$ cat src/rtl/serial_command_frame_parser_defines.svh
// ----------------------------------------------------------------------------
// Serial command frame parser assertion macros
// Shared forms for the concurrent checks of the frame parser.
// ----------------------------------------------------------------------------
`ifndef SERIAL_COMMAND_FRAME_PARSER_DEFINES_SVH
`define SERIAL_COMMAND_FRAME_PARSER_DEFINES_SVH

// Checks that the consequent holds in the same cycle as the antecedent.
`define SCFP_ASSERT_NOW(label, ante, cons) \
    label: assert property (@(posedge clk) disable iff (!rst_n) (ante) |-> (cons)) \
        else $error("frame parser check failed in the same cycle");

// Checks that the consequent holds in the cycle after the antecedent.
`define SCFP_ASSERT_NEXT(label, ante, cons) \
    label: assert property (@(posedge clk) disable iff (!rst_n) (ante) |=> (cons)) \
        else $error("frame parser check failed in the following cycle");

`endif

$ cat src/rtl/scfp_pkg.sv
// ----------------------------------------------------------------------------
// Serial command frame parser package
// Types, codes and reset constants shared by the parser and its channels.
// ----------------------------------------------------------------------------
package scfp_pkg;

    localparam int BYTE_W  = 8;
    localparam int COUNT_W = 16;

    typedef logic [BYTE_W-1:0]  byte_t;
    typedef logic [COUNT_W-1:0] count_t;

    typedef enum logic [2:0] {
        PH_HUNT    = 3'd0,
        PH_SIZE_HI = 3'd1,
        PH_SIZE_LO = 3'd2,
        PH_OPCODE  = 3'd3,
        PH_FLAG    = 3'd4,
        PH_PAYLOAD = 3'd5
    } phase_t;

    typedef enum logic [1:0] {
        EV_NONE  = 2'd0,
        EV_DATA  = 2'd1,
        EV_EMPTY = 2'd2,
        EV_ABORT = 2'd3
    } event_kind_t;

    typedef enum logic {
        REQ_BYTE = 1'b0,
        REQ_TICK = 1'b1
    } req_type_t;

    typedef enum logic {
        CFG_START_MARKER  = 1'b0,
        CFG_TIMEOUT_TICKS = 1'b1
    } cfg_index_t;

    localparam byte_t  START_MARKER_RESET  = 8'h00;
    localparam count_t TIMEOUT_TICKS_RESET = 16'd1000;
    localparam count_t IDLE_TICKS_MAX      = 16'hFFFF;

endpackage

$ cat src/rtl/scfp_req_if.sv
// ----------------------------------------------------------------------------
// Frame parser request channel
// Carries received bytes and time ticks into the parser.
// ----------------------------------------------------------------------------
interface scfp_req_if;
    logic                valid;
    logic                ready;
    scfp_pkg::req_type_t req_type;
    scfp_pkg::byte_t     rx_byte;

    modport source (output valid, output req_type, output rx_byte, input ready);
    modport sink   (input valid, input req_type, input rx_byte, output ready);
endinterface

$ cat src/rtl/scfp_evt_if.sv
// ----------------------------------------------------------------------------
// Frame parser event channel
// Carries one parser event per request out of the parser.
// ----------------------------------------------------------------------------
interface scfp_evt_if;
    logic                  valid;
    logic                  ready;
    scfp_pkg::event_kind_t event_kind;
    scfp_pkg::byte_t       frame_opcode;
    scfp_pkg::byte_t       frame_flag;
    scfp_pkg::count_t      frame_size;
    scfp_pkg::byte_t       payload_byte;
    scfp_pkg::count_t      payload_index;
    logic                  last_of_frame;
    scfp_pkg::count_t      bytes_received;

    modport source (
        output valid, output event_kind, output frame_opcode, output frame_flag,
        output frame_size, output payload_byte, output payload_index,
        output last_of_frame, output bytes_received, input ready
    );
    modport sink (
        input valid, input event_kind, input frame_opcode, input frame_flag,
        input frame_size, input payload_byte, input payload_index,
        input last_of_frame, input bytes_received, output ready
    );
endinterface

$ cat src/rtl/scfp_cfg_if.sv
// ----------------------------------------------------------------------------
// Frame parser configuration channel
// Register writes: an index and sixteen bits of write data.
// ----------------------------------------------------------------------------
interface scfp_cfg_if;
    logic                 valid;
    logic                 ready;
    scfp_pkg::cfg_index_t index;
    scfp_pkg::count_t     data;

    modport source (output valid, output index, output data, input ready);
    modport sink   (input valid, input index, input data, output ready);
endinterface

$ cat src/rtl/serial_command_frame_parser.sv
// ----------------------------------------------------------------------------
// Serial command frame parser
// Finds frames in a byte stream and streams out their payload bytes.
// ----------------------------------------------------------------------------
// The parser takes one request per cycle and gives exactly one event for each,
// in the cycle after the request transfer. The frame state updates in that same
// cycle, so the next request can follow directly; the only stall comes from
// the single event register, and req.ready drops only while that register is
// full and evt.ready is low. Register writes are always taken.
module serial_command_frame_parser (
    input  logic       clk,
    input  logic       rst_n,
    scfp_cfg_if.sink   cfg,
    scfp_req_if.sink   req,
    scfp_evt_if.source evt
);
    import scfp_pkg::*;

    byte_t       start_marker_reg;
    count_t      timeout_ticks_reg;

    phase_t      phase_reg,    phase_next;
    count_t      size_reg,     size_next;
    byte_t       opcode_reg,   opcode_next;
    byte_t       flag_reg,     flag_next;
    count_t      count_reg,    count_next;
    count_t      idle_reg,     idle_next;
    count_t      total_reg,    total_next;

    logic        evt_valid_reg;
    event_kind_t kind_reg,     kind_next;
    byte_t       ev_opcode_reg, ev_opcode_next;
    byte_t       ev_flag_reg,  ev_flag_next;
    count_t      ev_size_reg,  ev_size_next;
    byte_t       data_reg,     data_next;
    count_t      index_reg,    index_next;
    logic        last_reg,     last_next;

    logic        req_fire;
    count_t      idle_inc;
    logic [COUNT_W:0] count_plus;

    assign cfg.ready = 1'b1;
    assign req.ready = !evt_valid_reg || evt.ready;
    assign req_fire  = req.valid && req.ready;

    assign evt.valid          = evt_valid_reg;
    assign evt.event_kind     = kind_reg;
    assign evt.frame_opcode   = ev_opcode_reg;
    assign evt.frame_flag     = ev_flag_reg;
    assign evt.frame_size     = ev_size_reg;
    assign evt.payload_byte   = data_reg;
    assign evt.payload_index  = index_reg;
    assign evt.last_of_frame  = last_reg;
    assign evt.bytes_received = total_reg;

    assign idle_inc   = (idle_reg == IDLE_TICKS_MAX) ? idle_reg : idle_reg + 1'b1;
    assign count_plus = {1'b0, count_reg} + 1'b1;

    always_comb
    begin
        phase_next     = phase_reg;
        size_next      = size_reg;
        opcode_next    = opcode_reg;
        flag_next      = flag_reg;
        count_next     = count_reg;
        idle_next      = idle_reg;
        total_next     = total_reg;
        kind_next      = EV_NONE;
        data_next      = '0;
        index_next     = '0;
        last_next      = 1'b0;

        if (req.req_type == REQ_TICK)
        begin
            if (phase_reg == PH_HUNT)
            begin
                idle_next = '0;
            end
            else if (idle_inc > timeout_ticks_reg)
            begin
                kind_next  = EV_ABORT;
                index_next = count_reg;
                phase_next = PH_HUNT;
                count_next = '0;
                idle_next  = '0;
            end
            else
            begin
                idle_next = idle_inc;
            end
        end
        else
        begin
            total_next = total_reg + 1'b1;
            idle_next  = '0;
            case (phase_reg)
                PH_HUNT:
                begin
                    if (req.rx_byte == start_marker_reg)
                    begin
                        phase_next  = PH_SIZE_HI;
                        size_next   = '0;
                        opcode_next = '0;
                        flag_next   = '0;
                        count_next  = '0;
                    end
                end
                PH_SIZE_HI:
                begin
                    size_next  = {req.rx_byte, byte_t'(0)};
                    phase_next = PH_SIZE_LO;
                end
                PH_SIZE_LO:
                begin
                    size_next  = {size_reg[COUNT_W-1:BYTE_W], req.rx_byte};
                    phase_next = PH_OPCODE;
                end
                PH_OPCODE:
                begin
                    opcode_next = req.rx_byte;
                    phase_next  = PH_FLAG;
                end
                PH_FLAG:
                begin
                    flag_next  = req.rx_byte;
                    count_next = '0;
                    if (size_reg == '0)
                    begin
                        // A frame without payload completes on its flag byte.
                        phase_next = PH_HUNT;
                        kind_next  = EV_EMPTY;
                        last_next  = 1'b1;
                    end
                    else
                    begin
                        phase_next = PH_PAYLOAD;
                    end
                end
                PH_PAYLOAD:
                begin
                    kind_next  = EV_DATA;
                    data_next  = req.rx_byte;
                    index_next = count_reg;
                    count_next = count_plus[COUNT_W-1:0];
                    if (count_plus >= {1'b0, size_reg})
                    begin
                        last_next  = 1'b1;
                        phase_next = PH_HUNT;
                        count_next = '0;
                    end
                end
                default:
                begin
                    phase_next = PH_HUNT;
                end
            endcase
        end

        // Header fields show the values after this request, and only with an event.
        if (kind_next == EV_NONE)
        begin
            ev_opcode_next = '0;
            ev_flag_next   = '0;
            ev_size_next   = '0;
        end
        else
        begin
            ev_opcode_next = opcode_next;
            ev_flag_next   = flag_next;
            ev_size_next   = size_next;
        end
    end

    always_ff @(posedge clk or negedge rst_n)
    begin
        if (!rst_n)
        begin
            start_marker_reg  <= START_MARKER_RESET;
            timeout_ticks_reg <= TIMEOUT_TICKS_RESET;
        end
        else if (cfg.valid)
        begin
            case (cfg.index)
                CFG_START_MARKER:  start_marker_reg  <= cfg.data[BYTE_W-1:0];
                CFG_TIMEOUT_TICKS: timeout_ticks_reg <= cfg.data;
                default:           start_marker_reg  <= start_marker_reg;
            endcase
        end
    end

    always_ff @(posedge clk or negedge rst_n)
    begin
        if (!rst_n)
        begin
            phase_reg     <= PH_HUNT;
            size_reg      <= '0;
            opcode_reg    <= '0;
            flag_reg      <= '0;
            count_reg     <= '0;
            idle_reg      <= '0;
            total_reg     <= '0;
            evt_valid_reg <= 1'b0;
        end
        else if (req_fire)
        begin
            phase_reg     <= phase_next;
            size_reg      <= size_next;
            opcode_reg    <= opcode_next;
            flag_reg      <= flag_next;
            count_reg     <= count_next;
            idle_reg      <= idle_next;
            total_reg     <= total_next;
            evt_valid_reg <= 1'b1;
        end
        else if (evt.ready)
        begin
            evt_valid_reg <= 1'b0;
        end
    end

    always_ff @(posedge clk)
    begin
        if (req_fire)
        begin
            kind_reg      <= kind_next;
            ev_opcode_reg <= ev_opcode_next;
            ev_flag_reg   <= ev_flag_next;
            ev_size_reg   <= ev_size_next;
            data_reg      <= data_next;
            index_reg     <= index_next;
            last_reg      <= last_next;
        end
    end

`include "serial_command_frame_parser_defines.svh"

    `SCFP_ASSERT_NOW(a_none_fields_zero, evt_valid_reg && kind_reg == EV_NONE, ev_opcode_reg == '0 && ev_flag_reg == '0 && ev_size_reg == '0 && data_reg == '0 && index_reg == '0 && !last_reg)
    `SCFP_ASSERT_NOW(a_last_data_at_end, evt_valid_reg && kind_reg == EV_DATA && last_reg, ({1'b0, index_reg} + 1'b1) == {1'b0, ev_size_reg})
    `SCFP_ASSERT_NEXT(a_byte_clears_idle, req_fire && req.req_type == REQ_BYTE, idle_reg == '0)
    `SCFP_ASSERT_NOW(a_hunt_counters_clear, phase_reg == PH_HUNT, count_reg == '0 && idle_reg == '0)

endmodule
$ cat src/flat_wrapper.sv
// flat-port wrapper written by rule: the top's interface ports become plain ports
module serial_command_frame_parser_flat import scfp_pkg::*;
  (clk, rst_n, cfg_valid, cfg_index, cfg_data, cfg_ready, req_valid, req_req_type, req_rx_byte, req_ready, evt_valid, evt_event_kind, evt_frame_opcode, evt_frame_flag, evt_frame_size, evt_payload_byte, evt_payload_index, evt_last_of_frame, evt_bytes_received, evt_ready);
  scfp_cfg_if cfg_i ();
  scfp_req_if req_i ();
  scfp_evt_if evt_i ();
  input  logic clk;
  input  logic rst_n;
  input wire logic [$bits(cfg_i.valid)-1:0] cfg_valid;
  input wire logic [$bits(cfg_i.index)-1:0] cfg_index;
  input wire logic [$bits(cfg_i.data)-1:0] cfg_data;
  output wire logic [$bits(cfg_i.ready)-1:0] cfg_ready;
  input wire logic [$bits(req_i.valid)-1:0] req_valid;
  input wire logic [$bits(req_i.req_type)-1:0] req_req_type;
  input wire logic [$bits(req_i.rx_byte)-1:0] req_rx_byte;
  output wire logic [$bits(req_i.ready)-1:0] req_ready;
  output wire logic [$bits(evt_i.valid)-1:0] evt_valid;
  output wire logic [$bits(evt_i.event_kind)-1:0] evt_event_kind;
  output wire logic [$bits(evt_i.frame_opcode)-1:0] evt_frame_opcode;
  output wire logic [$bits(evt_i.frame_flag)-1:0] evt_frame_flag;
  output wire logic [$bits(evt_i.frame_size)-1:0] evt_frame_size;
  output wire logic [$bits(evt_i.payload_byte)-1:0] evt_payload_byte;
  output wire logic [$bits(evt_i.payload_index)-1:0] evt_payload_index;
  output wire logic [$bits(evt_i.last_of_frame)-1:0] evt_last_of_frame;
  output wire logic [$bits(evt_i.bytes_received)-1:0] evt_bytes_received;
  input wire logic [$bits(evt_i.ready)-1:0] evt_ready;
  assign cfg_i.valid = cfg_valid;
  assign cfg_i.index = cfg_index;
  assign cfg_i.data = cfg_data;
  assign cfg_ready = cfg_i.ready;
  assign req_i.valid = req_valid;
  assign req_i.req_type = req_req_type;
  assign req_i.rx_byte = req_rx_byte;
  assign req_ready = req_i.ready;
  assign evt_valid = evt_i.valid;
  assign evt_event_kind = evt_i.event_kind;
  assign evt_frame_opcode = evt_i.frame_opcode;
  assign evt_frame_flag = evt_i.frame_flag;
  assign evt_frame_size = evt_i.frame_size;
  assign evt_payload_byte = evt_i.payload_byte;
  assign evt_payload_index = evt_i.payload_index;
  assign evt_last_of_frame = evt_i.last_of_frame;
  assign evt_bytes_received = evt_i.bytes_received;
  assign evt_i.ready = evt_ready;
  serial_command_frame_parser u_core (.clk(clk), .rst_n(rst_n), .cfg(cfg_i), .req(req_i), .evt(evt_i));
endmodule
$ cat config.mk
export PLATFORM = sky130hd
export DESIGN_NAME = serial_command_frame_parser_flat
export DESIGN_NICKNAME = d
export VERILOG_FILES = /design/src/rtl/scfp_pkg.sv /design/src/rtl/scfp_req_if.sv /design/src/rtl/scfp_evt_if.sv /design/src/rtl/scfp_cfg_if.sv /design/src/rtl/serial_command_frame_parser.sv /design/src/flat_wrapper.sv
export VERILOG_INCLUDE_DIRS = /design/src /design/src/rtl
export SDC_FILE = /design/constraint.sdc
export NUM_CORES = 1
export LEC_CHECK = 0
export BUFFER_PORTS_ARGS = -buffer_cell sky130_fd_sc_hd__buf_2
export CAP_MARGIN = 10
export CORE_UTILIZATION = 63
export DETAILED_ROUTE_END_ITERATION = 7
export HOLD_SLACK_MARGIN = 0.15
export PLACE_DENSITY = 0.85
export SKIP_LAST_GASP = 1
export SYNTH_ARGS = -nofsm -noshare
export SYNTH_HDL_FRONTEND = slang
export SYNTH_SLANG_ARGS = --single-unit
$ cat constraint.sdc
create_clock -name clk -period 8.5 [get_ports clk]
set_input_delay 1.275 -clock clk [delete_from_list [all_inputs] [get_ports clk]]
set_output_delay 1.275 -clock clk [all_outputs]
set_load 0.05 [all_outputs]
After elaboration in Yosys (flattened, before gate mapping)
Index checks and enable logic that the tools add are counted.
W data, S select, Z words.
{"block": "word_totals", "ff_bits": 167, "in_bits": 31, "output_inout_bits": 78, "word_cells": 90}
{"block": "op_classes", "addsub": 3, "magnitude_cmp": 2, "n_eq_ne": 11, "mux": 40, "n_bitwise": 3, "n_reduce_logical": 14}
{"operator": "$mux W16", "n": 15}
{"operator": "$pmux W16 S3", "n": 2}
{"operator": "$add A16 B1 Y16 const B", "n": 2}
{"operator": "$mux W8", "n": 4}
{"operator": "$pmux W8 S2", "n": 2}
{"operator": "$mux W3", "n": 6}
{"operator": "$pmux W3 S6", "n": 1}
{"operator": "$add A16 B1 Y17 const B", "n": 1}
{"operator": "$ge A17 B16 Y1", "n": 1}
{"operator": "$eq A16 B16 Y1 const B", "n": 1}
{"operator": "$gt A16 B16 Y1", "n": 1}
{"operator": "$logic_not A16 Y1", "n": 1}
{"operator": "$reduce_and A5 Y1", "n": 2}
{"operator": "$eq A8 B8 Y1", "n": 1}
{"operator": "$mux W2", "n": 4}
{"operator": "$eq A3 B2 Y1 const B", "n": 2}
{"operator": "$eq A3 B3 Y1 const B", "n": 2}
{"operator": "$reduce_and A2 Y1", "n": 3}
{"operator": "$mux W1", "n": 4}
{"operator": "$ne A2 B2 Y1 const B", "n": 2}
{"operator": "$pmux W2 S2", "n": 1}
{"operator": "$reduce_bool A4 Y1", "n": 1}
{"operator": "$eq A3 B1 Y1 const B", "n": 1}
{"operator": "$logic_not A3 Y1", "n": 1}
{"operator": "10 further kinds", "n": 12}

Logic depth before layout (Yosys ltp)
Gate-level depths: netlist (run 1).
{"block": "logic_depth", "ltp_word": 7, "depth_mapped": 16, "depth_no_buf": 14}

Worst setup path after synthesis (run 1)
Ideal clock, no wire load.
{"block": "synth_timing", "path_kind": "input -> register", "startpoint": "input evt_ready", "endpoint": "register u_core.size_reg[10]", "setup_time_ps": 96, "arrival_time_ps": 4520, "required_ps": 8404, "slack_ps": 3884, "cell_stages": 6, "n_path_buf": 1, "path_cell_list": "nand2b_1 nand2_1 inv_1 clkbuf_1 nand2_1 o21ai_0"}
{"block": "synth_via", "elab_chain_len": 2}
{"element": "from (decl)", "line": "flat_wrapper.sv:26", "text": "input wire logic [$bits(evt_i.ready)-1:0] evt_ready;"}
{"element": "$logic_or A1 B1 Y1", "line": "serial_command_frame_parser.sv:44", "text": "assign req.ready = !evt_valid_reg || evt.ready;"}
{"element": "$logic_and A1 B1 Y1", "line": "serial_command_frame_parser.sv:45", "text": "assign req_fire = req.valid && req.ready;"}
{"element": "via u_core.req_fire", "line": "serial_command_frame_parser.sv:39", "text": "logic req_fire;"}
{"element": "to (signal assigned)", "line": "serial_command_frame_parser.sv:208", "text": "size_reg <= size_next;"}
{"element": "to (decl)", "line": "serial_command_frame_parser.sv:23", "text": "count_t size_reg, size_next;"}
The timed path passes the listed nets, and every way through them passes these cells.
A chain may end at the register's enable or synchronous reset.

Worst setup path in the final report (run 1)
{"block": "layout_timing", "startpoint": "register u_core.idle_reg[0]", "endpoint": "register u_core.ev_size_reg[7], in the netlist u_core.evt.frame_size[7], data pin"}
{"block": "layout_via", "elab_chain_len": 7, "elab_cells_between_ends": 8, "classes_between": "add/sub (1); order compare (1); eq/ne (1); mux (4); reduce/logical (1)"}
{"element": "from (decl)", "line": "serial_command_frame_parser.sv:27", "text": "count_t idle_reg, idle_next;"}
{"element": "from (signal assigned)", "line": "serial_command_frame_parser.sv:212", "text": "idle_reg <= idle_next;"}
{"element": "$add A16 B1 Y16 or $eq A16 B16 Y1 (tied branches)", "line": "serial_command_frame_parser.sv:57", "text": "assign idle_inc = (idle_reg == IDLE_TICKS_MAX) ? idle_reg : idle_reg + 1'b1;"}
{"element": "$mux W16 (*)", "line": "serial_command_frame_parser.sv:57"}
{"element": "$gt A16 B16 Y1 (*)", "line": "serial_command_frame_parser.sv:80", "text": "else if (idle_inc > timeout_ticks_reg)"}
{"element": "$mux W2 (*)", "line": "serial_command_frame_parser.sv:80"}
{"element": "$mux W2 (*)", "line": "serial_command_frame_parser.sv:76", "text": "if (phase_reg == PH_HUNT)"}
{"element": "$mux W2 (*)", "line": "serial_command_frame_parser.sv:74", "text": "if (req.req_type == REQ_TICK)"}
{"element": "$logic_not A2 Y1 (*)", "line": "serial_command_frame_parser.sv:161", "text": "if (kind_next == EV_NONE)"}
{"element": "to (signal assigned)", "line": "serial_command_frame_parser.sv:229", "text": "ev_size_reg <= ev_size_next;"}
{"element": "to (decl)", "line": "serial_command_frame_parser.sv:34", "text": "count_t ev_size_reg, ev_size_next;"}
Mark *: on every way between the ends. The rest lies on a longest branch, timed or not.

==> summary.txt, run 1 <==
Place
  • Area after DPL: 9328 µm²
  • IO buf count: 107
  • Placer Congestion: 0.8636
  • Post-DP HPWL: 13,490 µm

Floorplan
  • Starting density of the core: 65.34%
  • Ports: 109
  • Core Box Area: 13,350 µm²
  • Die area: 14,320 µm²
  • FP Rows: 42
  • Height of the die: 119.7 µm
  • Die Span X: 119.7 µm

Drt
  • Total routed wirelength: 19,190 µm
  • Vias: 6,749
  • DR DRC count: 0
  • Via density: 6.053
  • Avg WL per Cell: 17.21 µm
  • Post-DRT Antenna Nets: 0
  • Initial DRC count: 624
  • DR pass1 iterations: 5

STA
  • Setup violations, final: 0
  • RSZ-0062 raised after global routing: false
  • Period utilization: 52.90%
  • Clock Skews: 8.308 ps
  • Max Clk Rate: 0.2224 GHz
  • Slew HR: 31.39%
  • Slew Viols, Final: 0
  • Setup TNS: 0 ps
  • Worst slew pin tran: 1029 ps
  • Crit path time final: 4497 ps
  • Count of final hold-check violations: 0

Clock tree
  • Sink Count: 167
  • Clock latency on the worst-skew pair: 420 ps
  • Clock transition at the registers of the reported paths: 60 ps
  • CTS-repair resized insts: 0
  • CTS tree: done
  • Bufs on Longest Clock Path: 2
  • CTS Hold Bufs: 0
  • Post-CTS setup buffers: 0
  • Htree depth: 4
  • Num CTS Buffers: 17
  • Root buffer cell: clkbuf_16

Logic synthesis
  • Synth area leaders: dfrtp_1, edfxtp_1, ha_1, nand2_1, mux2_2
  • Async SR Flop Fraction: 64.67%
  • Sequential fraction of the synthesis area: 51.39%
  • Top_reg_cell synth: dfrtp_1
  • Average size of a mapped cell: 10.51 µm²
  • Post-synth top cells: dfrtp_1, nand2_1, edfxtp_1, o21ai_0
  • Synth warn: 0
  • Yosys top cell by area: dfrtp_1
  • Yosys top cell area share: 29.27%
  • Top-count cell post-synth: dfrtp_1
  • EDFF count, synth: 59
  • Netlist Area Pre-Place: 8721 µm²
  • Synth Register Bits: 167
  • Distinct cells, synth: 60
  • Mapped Cells: 830
  • Mapped Nets: 896

Worst setup path
  • CP endpoint kind: flop
  • WS Path Type: flop to flop
  • Critical path's largest stage delay: 470 ps
  • Worst EP required: 8650 ps
  • CP arrival: 4650 ps
  • Critical path launch point type: flop
  • Cell Chain, Critical Path: ha_1 > and2_1 > nand4_2 > nor2b_1 > nand2_1 > xnor2_1 > ha_1 > a21oi_1 > o21a_1 > o221ai_1 > a221o_4 > a31oi_4 > and2_1 > buf_4 > nor2_1
  • CP max FO: 32
  • Crit-path slowest cell: dfrtp_1

Final layout
  • Filler cell count: 952
  • Ant diodes: 0
  • Layout cell share with drive strength beyond 1: 21.51%
  • Register area: 4482 µm²
  • Final Instance Area: 9881 µm²
  • Nets@finish: 992
  • P&R area growth vs syn: 13.30%
  • Area of the multi-input gates: 3885 µm²

GRT
  • Vias in the first global route: 6,198
  • Largest net degree at the start of global routing: 59
  • Initial antenna violation count: 0
  • Total gr overflow: 0
  • First-pass GRT wire length: 31,590 µm
  • GRT Total Usage: 28.38%

Pwr
  • Worst VDD drop: 0.0001740 V
  • Pwr Total: 0.002567 W
  • Leakage: 4.328 nW
  • Power Dens Cells: 259.8 nW/µm²

Run
  • Number of max-cap violations: 0

Worst hold path
  • Hold Crit Class: flop to flop

Run status
  • Status: finished clean
cells by family (layout without fill, tap and decap cells):
group | Yosys count | in the layout | synth area share [%]
AO/OA/AOI/OAI | 178 | 178 | 14.03
adder cells (fa/ha/maj) | 35 | 35 | 5.022
other | 1 | 1 | 0.04300
XOR/XNOR | 48 | 48 | 4.821
buffers and inverters | 80 | 189 | 4.060
AND/OR/NAND/NOR | 292 | 292 | 16.93
multiplexers | 29 | 29 | 3.702
flip-flops | 167 | 167 | 51.39
placed cells by master (no fill, tap or decap), types with 16 or more instances in the layout:
cell       instances
a21oi_1           23
a22oi_1           24
buf_2            106
clkbuf_16         17
dfrtp_1          102
edfxtp_1          59
ha_1              35
inv_1             45
mux2_2            26
nand2_1           97
nand3_1           25
nor2_1            46
nor2b_1           26
o21ai_0           49
o2bb2ai_1         16
xnor2_1           27
xor2_1            21
layout make-up:
| cell class | count | share of cell area (%) |
|---|---|---|
| Clock inverter | 15 | 1.292 |
| Multi-Input combinational cell | 583 | 39.32 |
| Timing Repair Buffer | 111 | 5.749 |
| Clock buffer | 17 | 4.305 |
| Sequential cell | 167 | 45.36 |
| Inverter | 46 | 1.748 |
| Tap cell | 176 | 2.229 |
power by group:
part,internal [W],switching [W]
Combinational,0.000258,0.000454
Clock,0.000403,0.000318
Sequential,0.000965,0.000169
stage by stage:
step           utilization (%)  worst slack (ps)  instances  hold WS [ps]
2_1_floorplan                -              3884        830         450.7
3_3_place_gp             69.88              4111       1083         456.9
3_5_place_dp             69.88              4039       1083         471.8
4_1_cts                  74.03              4004       1115         486.1
5_1_grt                  74.03              3676       1115         496.4
6_report                 74.03              4003       1115         480.4
routing by layer:
metal | vias to the layer above | share of wire, % | global-route usage, % | wire length [µm]
met5 | - | 0 | 0 | 0
met4 | 0 | 2.4 | 11.56 | 456
met3 | 41 | 6.6 | 5.846 | 1274
met2 | 305 | 48 | 45.41 | 9245
met1 | 3248 | 43 | 37.96 | 8211
li1 | 3155 | - | - | -
worst max-delay path: cells and delay by family (launching register included):
family                   cells  cell delay [ps]
adder cells (fa/ha/maj)      2              570
flip-flops                   1              470
XOR/XNOR                     1              220
AO/OA/AOI/OAI                5             1380
buffers and inverters        1              340
AND/OR/NAND/NOR              6             1210
worst paths after layout:
kind                                                     from                             to  slack, ps  depth (start not counted)
worst min-delay path            u_core.evt.bytes_received[15]  u_core.evt.bytes_received[15]        480                          1
worst max-delay path                       u_core.idle_reg[0]       u_core.evt.frame_size[7]       4000                         15
worst max register to register             u_core.idle_reg[0]       u_core.evt.frame_size[7]       4000                         15
min in group asynchronous                               rst_n  u_core.evt.bytes_received[13]        900                          1
worst min register to register  u_core.evt.bytes_received[15]  u_core.evt.bytes_received[15]        480                          1
max in group asynchronous                               rst_n             u_core.flag_reg[1]       6470                          2
Power figures use the tool's default switching activity.
==> inputs of run 2 (changes only) <==
Settings changed: CORE_UTILIZATION 63 to 59, PLACE_DENSITY 0.85 to 0.8.
Clock period 8.5 ns to 4.5 ns, I/O delays scaled along.
==> run 2 against run 1 <==
- cell area increased by 1.1%
- wire length rose by 0.68%
- worst hold slack worse by 160 ps
- non-clock buffer count grew 5
- power up 95%
- core utilization shrank 5.1 points
- clock power is 110% higher
- sequential share of layout area is 0.47 points lower
- worst setup slack lost 3500 ps
- global-route usage is 1.3 points lower
- critical path depth did not move
- die area up 6.7%
- critical endpoint is now u_core.evt.frame_flag[5]
==> summary.txt, run 2 (synthesized netlist as in run 1, its figures left out) <==
Worst setup path
  • CP arrival: 4150 ps (was 4650 ps)
  • Worst EP required: 4670 ps (was 8650 ps)
  • Flop-to-flop setup slack: 520 ps (was 4000 ps)
  • R2R Path End: u_core.evt.frame_flag[5] (was u_core.evt.frame_size[7])
  • Critical path launch point type: flop (unchanged)
  • WS Path Type: flop to flop (unchanged)
  • R2r worst-path depth: 15 (unchanged)
  • Launching point of the worst reg2reg path: u_core.idle_reg[0] (unchanged)
  • CP endpoint kind: flop (unchanged)
  • CP max FO: 32 (unchanged)

Clock tree
  • Sink Count: 167 (unchanged)
  • CTS-repair resized insts: 0 (unchanged)
  • CTS Hold Bufs: 0 (unchanged)
  • CTS tree: done (unchanged)
  • Root buffer cell: clkbuf_16 (unchanged)
  • Clock latency on the worst-skew pair: 430 ps (was 420 ps)
  • Post-CTS setup buffers: 0 (unchanged)
  • Htree depth: 4 (unchanged)
  • Num CTS Buffers: 17 (unchanged)
  • Bufs on Longest Clock Path: 2 (unchanged)
  • Clock transition at the registers of the reported paths: 60 ps (about the same)

STA
  • Worst slew pin tran: 909.8 ps (was 1029 ps)
  • Slew HR: 39.35% (was 31.39%)
  • Count of final hold-check violations: 0 (unchanged)
  • RSZ-0062 raised after global routing: false (unchanged)
  • Crit path time final: 3980 ps (was 4497 ps)
  • Period utilization: 88.44% (was 52.90%)
  • Smallest hold slack: 323.0 ps (was 480.4 ps)
  • Setup WS post-layout: 520.3 ps (was 4003 ps)
  • Slew Viols, Final: 0 (unchanged)
  • Setup violations, final: 0 (unchanged)
  • Setup TNS: 0 ps (unchanged)
  • Max Clk Rate: 0.2513 GHz (was 0.2224 GHz)
  • Clock Skews: 8.354 ps (was 8.308 ps)

Drt
  • DR pass1 iterations: 7 (was 5)
  • Vias: 6,687 (was 6,749)
  • Post-DRT Antenna Nets: 0 (unchanged)
  • Avg WL per Cell: 17.14 µm (was 17.21 µm)
  • Initial DRC count: 538 (was 624)
  • DR DRC count: 0 (unchanged)
  • Via density: 5.933 (was 6.053)
  • Total routed wirelength: 19,320 µm (was 19,190 µm)

Floorplan
  • Ports: 109 (unchanged)
  • Core Box Area: 14,480 µm² (was 13,350 µm²)
  • Height of the die: 123.6 µm (was 119.7 µm)
  • Die area: 15,270 µm² (was 14,320 µm²)
  • FP Rows: 44 (was 42)
  • Die Span X: 123.6 µm (was 119.7 µm)
  • Starting density of the core: 60.23% (was 65.34%)

Final layout
  • Filler cell count: 1,083 (was 952)
  • Most common cell after layout, fill and taps aside: buf_2 (unchanged)
  • Ant diodes: 0 (unchanged)
  • Highest-count cells in the layout ignoring fill and taps: buf_2, dfrtp_1, nand2_1, edfxtp_1, o21ai_0 (unchanged)
  • Layout cell share with drive strength beyond 1: 21.63% (was 21.51%)
  • Nets@finish: 997 (was 992)
  • P&R area growth vs syn: 14.49% (was 13.30%)
  • Cell Count, Final, Fillers Out: 1,127 (was 1,115)
  • Final core occ: 68.96% (was 74.03%)

GRT
  • GRT Total Usage: 27.13% (was 28.38%)
  • Vias in the first global route: 6,244 (was 6,198)
  • First-pass GRT wire length: 31,370 µm (was 31,590 µm)
  • Largest net degree at the start of global routing: 61 (was 59)
  • Total gr overflow: 0 (unchanged)
  • Initial antenna violation count: 0 (unchanged)

Place
  • Post-DP HPWL: 13,570 µm (was 13,490 µm)
  • Post-Place Setup Slack: 545.4 ps (was 4039 ps)
  • Dpl cells: 1,096 (was 1,083)
  • Placer Congestion: 0.9583 (was 0.8636)
  • IO buf count: 107 (unchanged)

Pwr
  • Net Switching: 0.001769 W (was 0.0009410 W)
  • Cell internal pwr: 0.003238 W (was 0.001626 W)
  • Leakage: 4.371 nW (was 4.328 nW)
  • Power Dens Cells: 501.5 nW/µm² (was 259.8 nW/µm²)
  • Worst VDD drop: 0.0003860 V (was 0.0001740 V)
  • Register share of total power: 42.6% (was 44.2%)
  • Comb pwr share: 27.1% (was 27.7%)
  • Sw Ratio: 35.33% (was 36.66%)
  • Clk pwr share: 30.3% (was 28.1%)

Run status
  • Status: finished clean (unchanged)

Worst hold path
  • Hold Crit Class: input port to asynchronous set/reset pin (was flop to flop)

Run
  • Number of max-cap violations: 0 (unchanged)
[run 2: power by group through the flow]
stage / logic, W / registers, W / clock network, W
after floorplan: 0.000923 / 0.00219 / 0
after global placement: 0.00130 / 0.00213 / 0
after detailed placement: 0.00133 / 0.00214 / 0
after CTS: 0.00135 / 0.00212 / 0.00153
after global routing: 0.00150 / 0.00216 / 0.00160
final: 0.00136 / 0.00213 / 0.00152
[run 2: area by class of cell]
| class | instances | area (µm²) | area share, % |
|---|---|---|---|
| Tap cell | 184 | 230.2 | 2.306 |
| Clock buffer | 18 | 429.2 | 4.298 |
| Clock inverter | 13 | 180.2 | 1.805 |
| Sequential cell | 167 | 4482 | 44.89 |
| Multi-Input combinational cell | 583 | 3885 | 38.91 |
| Inverter | 46 | 172.7 | 1.729 |
| Timing Repair Buffer | 116 | 605.6 | 6.065 |
[run 2: through the flow]
stage	total power, W	area [µm²]
2_1_floorplan	0.003112	8721
5_1_grt	0.005260	9985
3_5_place_dp	0.003477	9375
3_3_place_gp	0.003436	9375
4_1_cts	0.004998	9985
6_report	0.005007	9985
[run 2: worst max path at each step]
stage                        from  depth (start not counted)                        to
2_1_floorplan           evt_ready                          6       u_core.size_reg[10]
3_5_place_dp   u_core.idle_reg[0]                         15  u_core.evt.frame_flag[5]
3_3_place_gp   u_core.idle_reg[0]                         15  u_core.evt.frame_size[0]
4_1_cts        u_core.idle_reg[0]                         15  u_core.evt.frame_flag[5]
5_1_grt        u_core.idle_reg[0]                         15  u_core.evt.frame_size[0]
6_report       u_core.idle_reg[0]                         15  u_core.evt.frame_flag[5]
[run 2: worst max-delay path, stage by stage (launching register included)]
cell	delay, ps
dfrtp_1	450
ha_1	280
and2_1	180
nand4_2	190
nor2b_1	390
nand2_1	150
xnor2_1	150
ha_1	300
a21oi_1	170
o21a_1	130
o221ai_1	130
a221o_4	410
a31oi_4	170
and2_1	140
buf_4	360
nor2_1	110
[run 2: routing by layer]
| layer | track usage (%) | vias to the layer above | share of wire (%) |
|---|---|---|---|
| met4 | 10.77 | 0 | 2.5 |
| met3 | 6.136 | 47 | 6.7 |
| met5 | 0 | - | 0 |
| met2 | 42.25 | 255 | 47 |
| met1 | 36.95 | 3219 | 44 |
| li1 | - | 3166 | - |
==> inputs of run 3 (changes only) <==
Settings changed: REMOVE_ABC_BUFFERS set to 1.
==> run 3 against run 2 <==
- cell area increased by 0.94%
- flip-flop and latch count is the same
- combinational power barely moved
- first-iteration DRC count increased by 5.4%
- critical path type unchanged
- critical endpoint is now u_core.evt.frame_size[6]
- highest routed layer unchanged
==> summary.txt, run 3 (synthesized netlist as in run 1, its figures left out) <==
Place
  • Placer Congestion: 0.9397 (was 0.9583)
  • Post-Place Setup Slack: 349.2 ps (was 545.4 ps)
  • Area after DPL: 9383 µm² (was 9375 µm²)
  • IO buf count: 107 (unchanged)
  • Post-DP HPWL: 13,590 µm (was 13,570 µm)

STA
  • Count of final hold-check violations: 0 (unchanged)
  • Setup violations, final: 0 (unchanged)
  • Clock Skews: 9.867 ps (was 8.354 ps)
  • Crit path time final: 4085 ps (was 3980 ps)
  • Slew HR: 31.33% (was 39.35%)
  • Worst slew pin tran: 1030 ps (was 909.8 ps)
  • Slew Viols, Final: 0 (unchanged)
  • Max Clk Rate: 0.2448 GHz (was 0.2513 GHz)
  • Setup WS post-layout: 414.7 ps (was 520.3 ps)
  • Period utilization: 90.79% (was 88.44%)
  • RSZ-0062 raised after global routing: false (unchanged)
  • Setup TNS: 0 ps (unchanged)

Pwr
  • Worst VDD drop: 0.0004032 V (was 0.0003860 V)
  • Leakage: 4.418 nW (was 4.371 nW)
  • Power Dens Cells: 515.6 nW/µm² (was 501.5 nW/µm²)

Final layout
  • Ant diodes: 0 (unchanged)
  • Nets@finish: 998 (was 997)
  • Register area: 4482 µm² (unchanged)
  • Highest-count cells in the layout ignoring fill and taps: buf_2, dfrtp_1, nand2_1, edfxtp_1, o21ai_0 (unchanged)
  • Filler cell count: 1,083 (unchanged)
  • P&R area growth vs syn: 15.57% (was 14.49%)
  • Layout cell share with drive strength beyond 1: 22.01% (was 21.63%)
  • Most common cell after layout, fill and taps aside: buf_2 (unchanged)
  • Final Instance Area: 10,080 µm² (was 9985 µm²)
  • Area of the multi-input gates: 3892 µm² (was 3885 µm²)

Floorplan
  • Ports: 109 (unchanged)
  • FP Rows: 44 (unchanged)
  • Die Span X: 123.6 µm (unchanged)
  • Core Box Area: 14,480 µm² (unchanged)
  • Die area: 15,270 µm² (unchanged)
  • Height of the die: 123.6 µm (unchanged)
  • Starting density of the core: 60.23% (unchanged)

Worst setup path
  • Worst EP required: 4670 ps (about the same)
  • Critical path launch point type: flop (unchanged)
  • WS Path Type: flop to flop (unchanged)
  • R2R Path End: u_core.evt.frame_size[6] (was u_core.evt.frame_flag[5])
  • Crit path launch: u_core.idle_reg[0] (unchanged)
  • CP max FO: 32 (unchanged)
  • CP arrival: 4260 ps (was 4150 ps)
  • CP endpoint kind: flop (unchanged)
  • R2r worst-path depth: 15 (unchanged)
  • Flop-to-flop setup slack: 410 ps (was 520 ps)
  • Launching point of the worst reg2reg path: u_core.idle_reg[0] (unchanged)
  • Crit path to: u_core.evt.frame_size[6] (was u_core.evt.frame_flag[5])

GRT
  • First-pass GRT wire length: 32,110 µm (was 31,370 µm)
  • Initial antenna violation count: 0 (unchanged)
  • Total gr overflow: 0 (unchanged)
  • Vias in the first global route: 6,427 (was 6,244)
  • GRT Total Usage: 27.67% (was 27.13%)
  • Largest net degree at the start of global routing: 83 (was 61)

Clock tree
  • Htree depth: 4 (unchanged)
  • CTS tree: done (unchanged)
  • Sink Count: 167 (unchanged)
  • Clock transition at the registers of the reported paths: 60 ps (about the same)
  • Bufs on Longest Clock Path: 2 (unchanged)
  • Clock latency on the worst-skew pair: 440 ps (was 430 ps)
  • Root buffer cell: clkbuf_16 (unchanged)
  • Num CTS Buffers: 17 (unchanged)

Drt
  • Post-DRT Antenna Nets: 0 (unchanged)
  • Avg WL per Cell: 17.28 µm (was 17.14 µm)
  • DR DRC count: 0 (unchanged)
  • Vias: 6,640 (was 6,687)
  • Total routed wirelength: 19,510 µm (was 19,320 µm)
  • Via density: 5.881 (was 5.933)
  • DR pass1 iterations: 5 (was 7)
  • Initial DRC count: 567 (was 538)

Run
  • Number of max-cap violations: 0 (unchanged)

Worst hold path
  • Hold Crit Class: input port to asynchronous set/reset pin (unchanged)

Run status
  • Status: finished clean (unchanged)
==> run 3: cell count changes in the layout (fill, tap and decap cells not counted), moves of 2 or more <==
| cell | previous run | this run |
|---|---|---|
| clkinv_2 | 3 | 0 |
| bufinv_16 | 4 | 6 |
| inv_8 | 0 | 2 |
| inv_6 | 1 | 4 |
==> run 3: worst min path at each step <==
stage	startpoint	depth (start not counted)	slack, ps	end
CTS	req_valid	2	450	u_core.evt.valid
global placement	u_core.evt.bytes_received[15]	1	460	u_core.evt.bytes_received[15]
finish	rst_n	1	400	u_core.evt.bytes_received[15]
detailed placement	u_core.evt.bytes_received[15]	1	460	u_core.evt.bytes_received[15]
floorplan	rst_n	0	380	u_core.count_reg[0]
global route	req_valid	2	450	u_core.evt.valid
==> run 3: worst max-delay path, stage by stage, from the launching register on <==
cell,delay [ps]
dfrtp_1,450
ha_1,280
and2_1,180
nand4_2,190
nor2b_1,390
nand2_1,160
xnor2_1,160
ha_1,310
a21oi_1,170
o21a_1,160
o221ai_1,160
a221o_4,420
a31oi_4,170
and2_1,140
buf_4,350
nor2_1,100
==> run 3: metrics by stage <==
stage / util [%] / cells / hold slack [ps] / total power (W)
6_report: 69.61 / 1129 / 395.5 / 0.005196
5_1_grt: 69.61 / 1129 / 453.9 / 0.005448
4_1_cts: 69.56 / 1129 / 445.1 / 0.005186
3_5_place_dp: 64.80 / 1097 / 463.9 / 0.003479
3_3_place_gp: 64.80 / 1097 / 460.4 / 0.003428
2_1_floorplan: - / 796 / 379.4 / 0.003065
==> run 3: metal layers <==
| layer | vias to the layer above | track usage [%] | routed length, µm |
|---|---|---|---|
| li1 | 3164 | - | - |
| met1 | 3155 | 35.15 | 8202 |
| met2 | 293 | 46.05 | 9543 |
| met3 | 28 | 6.914 | 1323 |
| met4 | 0 | 9.789 | 445 |
| met5 | - | 0 | 0 |
==> run 3: cell type report <==
| cell class | instances | share of cell area [%] |
|---|---|---|
| clock buffers | 17 | 4.221 |
| clock inverters | 15 | 2.607 |
| inverters | 46 | 1.713 |
| multi-input cells | 583 | 38.62 |
| flip-flops and latches | 167 | 44.47 |
| well taps | 184 | 2.284 |
| repair buffers | 117 | 6.083 |
==> run 3: repair_timing <==
item | CTS | global route
resized for setup | 0 | 1
setup endpoints to repair | 0 | 1
hold buffers | 0 | 0
buffers inserted | 0 | 0
==> run 3: report_power, final <==
group	internal [W]	leakage [nW]	switching [W]
Sequential	0.00182	1.99	0.000312
Clock	0.00106	0.333	0.000647
Combinational	0.000494	2.10	0.000865
Total	0.00337	4.42	0.00182
